<file path="config.mk">
export PLATFORM = sky130hd
export DESIGN_NAME = rdda_ctrl
export DESIGN_NICKNAME = d
export VERILOG_FILES = /design/src/rtl/rdda_pkg.sv /design/src/rtl/rdda_ctrl.sv
export SDC_FILE = /design/constraint.sdc
export NUM_CORES = 1
export LEC_CHECK = 0
export ABC_AREA = 0
export CORE_AREA = 2 2 39 41
export DETAILED_ROUTE_END_ITERATION = 16
export DIE_AREA = 0 0 41 43
export DONT_BUFFER_PORTS = 1
export HOLD_SLACK_MARGIN = 0.03
export PLACE_DENSITY_LB_ADDON = 0.08
export SLEW_MARGIN = 20
export SYNTH_ARGS = -nofsm -noshare
export SYNTH_HDL_FRONTEND = slang
export SYNTH_SLANG_ARGS = --single-unit
</file>
<file path="constraint.sdc">
create_clock -name clk_i -period 1.5 [get_ports clk_i]
set_input_delay 0.15 -clock clk_i [delete_from_list [all_inputs] [get_ports clk_i]]
set_output_delay 0.15 -clock clk_i [all_outputs]
set_load 0.01 [all_outputs]
</file>
<file path="src/rtl/rdda_pkg.sv">
package rdda_pkg;

  localparam int MaxLen     = 256;
  localparam int IdxW       = $clog2(MaxLen);
  localparam int LenW       = IdxW + 1;
  localparam int CellW      = 2 * IdxW;
  localparam int Cells      = MaxLen * MaxLen;
  localparam int WalkBudget = 2 * MaxLen;
  localparam int StepW      = $clog2(WalkBudget) + 1;
  localparam int DistW      = 8;
  localparam int WeightW    = 17;
  localparam int ProdW      = DistW + WeightW;
  localparam int AccW       = 48;

  localparam logic [DistW-1:0] DistMax = {DistW{1'b1}};
  localparam logic [AccW-1:0]  AccMax  = {AccW{1'b1}};
  localparam logic [LenW-1:0]  SeqLenReset = LenW'(MaxLen);

  typedef enum logic [1:0] {
    MODE_LOAD    = 2'd0,
    MODE_COMPUTE = 2'd1,
    MODE_READ    = 2'd2,
    MODE_CLEAR   = 2'd3
  } mode_e;

  typedef enum logic {
    REG_SEQ_LENGTH = 1'b0,
    REG_NONE       = 1'b1
  } reg_idx_e;

  typedef struct packed {
    logic [1:0]         mode;
    logic [LenW-1:0]    position;
    logic [LenW-1:0]    partner;
    logic [WeightW-1:0] weight;
    logic [LenW-1:0]    row;
    logic [LenW-1:0]    col;
  } in_item_t;

  typedef struct packed {
    logic [AccW-1:0] accumulated_value;
    logic            status;
  } out_item_t;

  typedef struct packed {
    logic accept;
    logic walk_step;
    logic add_prev;
    logic sat_d;
    logic wr_sample;
    logic acc_upd;
    logic clr_step;
    logic rd_out;
  } dp_cmd_t;

  typedef struct packed {
    logic k_gt_i;
    logic budget_out;
    logic p_zero;
    logic prev_need;
    logic last_j;
    logic last_i;
    logic len_short;
    logic clr_last;
    logic out_valid;
  } dp_status_t;

  function automatic logic [DistW-1:0] sat_dist(logic [DistW-1:0] a, logic [DistW:0] b);
    logic [DistW+1:0] s;
    s = {2'b00, a} + {1'b0, b};
    return (s > {2'b00, DistMax}) ? DistMax : s[DistW-1:0];
  endfunction

endpackage

</file>
<file path="src/rtl/rdda_ctrl.sv">
module rdda_ctrl import rdda_pkg::*; (
  input  logic       clk_i,
  input  logic       rst_ni,
  input  logic       in_valid_i,
  input  logic [1:0] mode_i,
  input  logic       out_ready_i,
  input  dp_status_t status_i,
  output logic       in_ready_o,
  output dp_cmd_t    cmd_o
);

  typedef enum logic [2:0] {
    ST_IDLE, ST_CLR, ST_RD, ST_STEP, ST_PDEC, ST_SADD, ST_WR, ST_ACC
  } state_e;

  state_e state_q, state_d;
  logic   accept;

  assign in_ready_o = (state_q == ST_IDLE) && (!status_i.out_valid || out_ready_i);
  assign accept     = in_valid_i && in_ready_o;

  always_comb begin
    state_d = state_q;
    cmd_o   = '0;
    cmd_o.accept = accept;
    unique case (state_q)
      ST_IDLE: begin
        if (accept) begin
          unique case (mode_i)
            MODE_COMPUTE: if (!status_i.len_short) state_d = ST_STEP;
            MODE_READ:    state_d = ST_RD;
            MODE_CLEAR:   state_d = ST_CLR;
            default:      state_d = ST_IDLE;
          endcase
        end
      end
      ST_CLR: begin
        cmd_o.clr_step = 1'b1;
        if (status_i.clr_last) state_d = ST_IDLE;
      end
      ST_RD: begin
        cmd_o.rd_out = 1'b1;
        state_d = ST_IDLE;
      end
      ST_STEP: begin
        if (!status_i.k_gt_i) begin
          state_d = ST_WR;
        end else if (status_i.budget_out) begin
          cmd_o.sat_d = 1'b1;
          state_d = ST_WR;
        end else begin
          state_d = ST_PDEC;
        end
      end
      ST_PDEC: begin
        cmd_o.walk_step = 1'b1;
        if (status_i.p_zero) begin
          state_d = status_i.prev_need ? ST_SADD : ST_WR;
        end else begin
          state_d = ST_STEP;
        end
      end
      ST_SADD: begin
        cmd_o.add_prev = 1'b1;
        state_d = ST_WR;
      end
      ST_WR: begin
        cmd_o.wr_sample = 1'b1;
        state_d = ST_ACC;
      end
      ST_ACC: begin
        cmd_o.acc_upd = 1'b1;
        state_d = (status_i.last_j && status_i.last_i) ? ST_IDLE : ST_STEP;
      end
      default: state_d = ST_IDLE;
    endcase
  end

  always_ff @(posedge clk_i or negedge rst_ni) begin
    if (!rst_ni) begin
      state_q <= ST_CLR;
    end else begin
      state_q <= state_d;
    end
  end

endmodule

</file>
Word level (Yosys, flattened, before mapping)

Cells that the tools add are included.

Logic and storage cells: 40
Bits of input ports: 15
Bits in registers: 3
Output and inout port bits: 9

Reductions and logical operators: 7
Multiplexer cells: 19
Equality and inequality tests: 13

Operators by type and width:

| operator                                                              | count |
|---|---|
| 3-bit one-hot mux with 8 select lines                                 | 1 |
| 3-bit two-way mux                                                     | 5 |
| 3-bit equality test, second input constant                            | 4 |
| 1-bit two-way mux                                                     | 9 |
| 3-bit one-hot mux with 3 select lines                                 | 1 |
| 3-bit by 2-bit equality test with 1-bit output, second input constant | 2 |
| 2-bit two-way mux                                                     | 3 |
| 2-bit equality test, second input constant                            | 2 |
| 2-bit inequality test, second input constant                          | 2 |
| 3-bit by 1-bit equality test with 1-bit output, second input constant | 1 |
| 1-bit logical AND                                                     | 3 |
| 3-bit logical NOT                                                     | 1 |
| 3-bit inequality test, second input constant                          | 1 |
| 3-bit AND reduction                                                   | 1 |
| 2-bit by 1-bit equality test with 1-bit output, second input constant | 1 |
| 1-bit logical NOT                                                     | 1 |
| 1-bit logical OR                                                      | 1 |

Depth between registers and ports, before layout

Depth after elaboration: 6
Mapped depth: 5
Mapped depth without buffers: 5

Least setup slack after synthesis

Ideal clock, no wire load.

Path type: register -> output
Start: register state_q[0]
End: output port cmd_o[4] in the netlist's numbering
Setup slack: 327 ps
Cell stages (with the launch flop): 4
Data arrival time: 1023 ps
Cells stage by stage: dfstp_2 > buf_6 > and3b_1 > and3_2

RTL lines:

| what                   | RTL line        | text |
|---|---|---|
| from (decl)            | rdda_ctrl.sv:16 | `state_e state_q, state_d;` |
| from (signal assigned) | rdda_ctrl.sv:83 | `state_q <= state_d;` |
| to (decl)              | rdda_ctrl.sv:9  | `output dp_cmd_t cmd_o` |

==> out/metrics.cfg <==
[synthesis]
synth_edf_count = 0
synth.area.top_cells = dfrtp_1 13%, ha_1 9.7%, dfstp_2 6.8%
syn_inst = 48
synthArstFlopShare_pct = 100.0
synth_ff_type = dfrtp_1
syn-num-nets = 66
synthTopCellsByCount = 4 x inv_1, 4 x nor2_1, 4 x nor3_1
synth.avg_cell_area_um2 = 8.029
ys_seq_area_share_pct = 19.81
yosysTopAreaCellShare_pct = 12.99
synth_cell_types = 28
synth_top_area_cell = dfrtp_1
ys_seq_elements = 3
synth-warning-count = 0
synth_area_um2 = 385.4

[floorplan]
initial_core_util_pct = 27.85
fp.dieH_um = 43
dieArea_um2 = 1763
die_w_um = 41
ios = 24
core_area_um2 = 1384
rows = 14

[finish]
reg_top3 = state_q x3
top_register = state_q
fin_nets = 72
largest_reg_flops = 3
area_growth_pct = 17.21
final_util_pct = 32.64
diodes = 0
fill_cells = 152
drive_gt1_share_pct = 30.19

[clock_network]
cts_root_buf = clkbuf_4
cts_tree = done
cts_buffers = 3
clockBufferDepth = 2
insertion_delay_ps = 230
clk_pin_slew_ps = 40
cts.sink_count = 3
htree_levels = 1

[sta]
fmax_mhz = 710.5
min_period_ps = 1408
slew_violations = 0
relSlewSlack_pct = 74.44
rsz0062_at_grt = no
hold_viol_final = 0
tns_ps = 0
skew_ps = 0.1512
fin_crit_sh_pct = 93.84
fin_ws_ps = 92.46
setup_viol = 0
tightest_slew_ps = 383.4

[setup_path]
path_delay_family = simple AND/OR/NAND/NOR gates
r2r_slack_ps = 220
path_max_fanout = 12
crit_type = reg -> out
cp_data_required_time_ps = 1350
worst-path-buf-inv = 1
crit_path_top_delay_cell = dfrtp_1
startpoint_type = flop
crit_chain = buf_4 -> and3b_1 -> and3_2
critPathArrivalTime_ps = 1260
cpPeakStageDelay_ps = 410
endpoint_kind = output pin

[placed_design]
dpl.hpwl_um = 673.6
place.gp.congestion = 0.7328
place_ws_ps = 238.0
portBuffers = 0

[power_and_ir_drop]
ir_drop_mv = 0.7684
power_mw = 0.8343
p_per_area_nw_per_um2 = 1847
leakagePower_nw = 0.2094

[global_routing]
antenna_found_initial = 0
grt_max_degree = 16
grt-ovfl-total = 0
grtUsageTotal_pct = 11.95
grt_pass1_vias = 311
grt_pass1_wl_um = 1380

[routing]
drc = 0
drt-vias-per-instance = 5.058
ant_nets = 0
wl_um = 907
first_pass_iters = 2
wire_per_inst_um = 13.14
num_vias = 349
drt_iter0_drc = 4

[worst_hold_path]
hold_class = in -> reg

[flow_run]
cap_violations = 0

[status]
status = finished, final reports clean

[routing by layer]
metal / track usage [%] / vias to the layer above / share of wire (%)
li1: - / 179 / -
met1: 15.11 / 157 / 42
met2: 14.69 / 13 / 51
met3: 3.665 / 0 / 6.6
met4: 12.00 / 0 / 0
met5: 0 / - / 0
[cell families (layout without fill, tap and decap cells)]
kind of cell             after synthesis  count (layout)  synth area share, %
AO/OA/AOI/OAI                         10              10                19.16
adder cells (fa/ha/maj)                3               3                9.741
buffers and inverters                  8              13                13.63
flip-flops                             3               3                19.81
AND/OR/NAND/NOR                       24              24                37.67
[cell type report]
type,instances,area (µm²),share of cell area [%]
Tap cell,16,20.02,4.432
Multi-Input combinational cell,37,261.5,57.89
Timing Repair Buffer,5,52.55,11.63
Clock buffer,4,26.28,5.817
Sequential cell,3,76.32,16.90
Inverter,4,15.01,3.324
[final timing paths]
kind | from | end | cells past startpoint
max in group asynchronous | rst_ni | state_q[0]$_DFFE_PN1P_ | 1
setup / recovery | state_q[2]$_DFFE_PN0P_ | cmd_o[4] | 3
hold / removal | status_i[1] | state_q[0]$_DFFE_PN1P_ | 2
hold reg to reg | state_q[0]$_DFFE_PN1P_ | state_q[0]$_DFFE_PN1P_ | 3
min in group asynchronous | rst_ni | state_q[1]$_DFFE_PN0P_ | 1
setup reg to reg | state_q[0]$_DFFE_PN1P_ | state_q[1]$_DFFE_PN0P_ | 4
[worst register-to-register path: stages (launching register included)]
cell and delay [ps]:
dfstp_2 600, buf_12 130, and2b_2 210, o211ai_2 130
a31oi_1 90
[stage by stage]
| step | hold slack, ps | cell area, µm² | instances |
|---|---|---|---|
| finish | 66.92 | 451.7 | 69 |
| global route | 66.16 | 451.7 | 69 |
| CTS | 56.40 | 411.6 | 66 |
| detailed placement | -145.5 | 375.4 | 61 |
| global placement | -145.5 | 375.4 | 61 |
| floorplan | -145.6 | 385.4 | 48 |
[cells in the final DEF, fill, tap and decap left out, types with 2 or more instances in the layout]
cell type	n
nand3_1	2
nor2_1	4
and2_1	2
a31oi_1	2
a21oi_1	2
inv_1	4
nor3_1	3
ha_1	3
clkbuf_4	3
buf_4	3
dfrtp_1	2
and3_2	3
[report_power, final]
group	leakage (nW)	internal (mW)	total, mW	switching, mW
Clock	0.0150	0.0999	0.145	0.0449
Sequential	0.0369	0.127	0.201	0.0735
Combinational	0.158	0.250	0.489	0.239
[repair_timing]
item / 4_1_cts / 5_1_grt
setup buffers: 0 / 3
endpoints found under the hold margin: 3 / 0
setup endpoints to repair: 0 / 3
gates resized for setup: 0 / 1
hold buffers: 1 / 0
(Power assumes the default switching activity.)
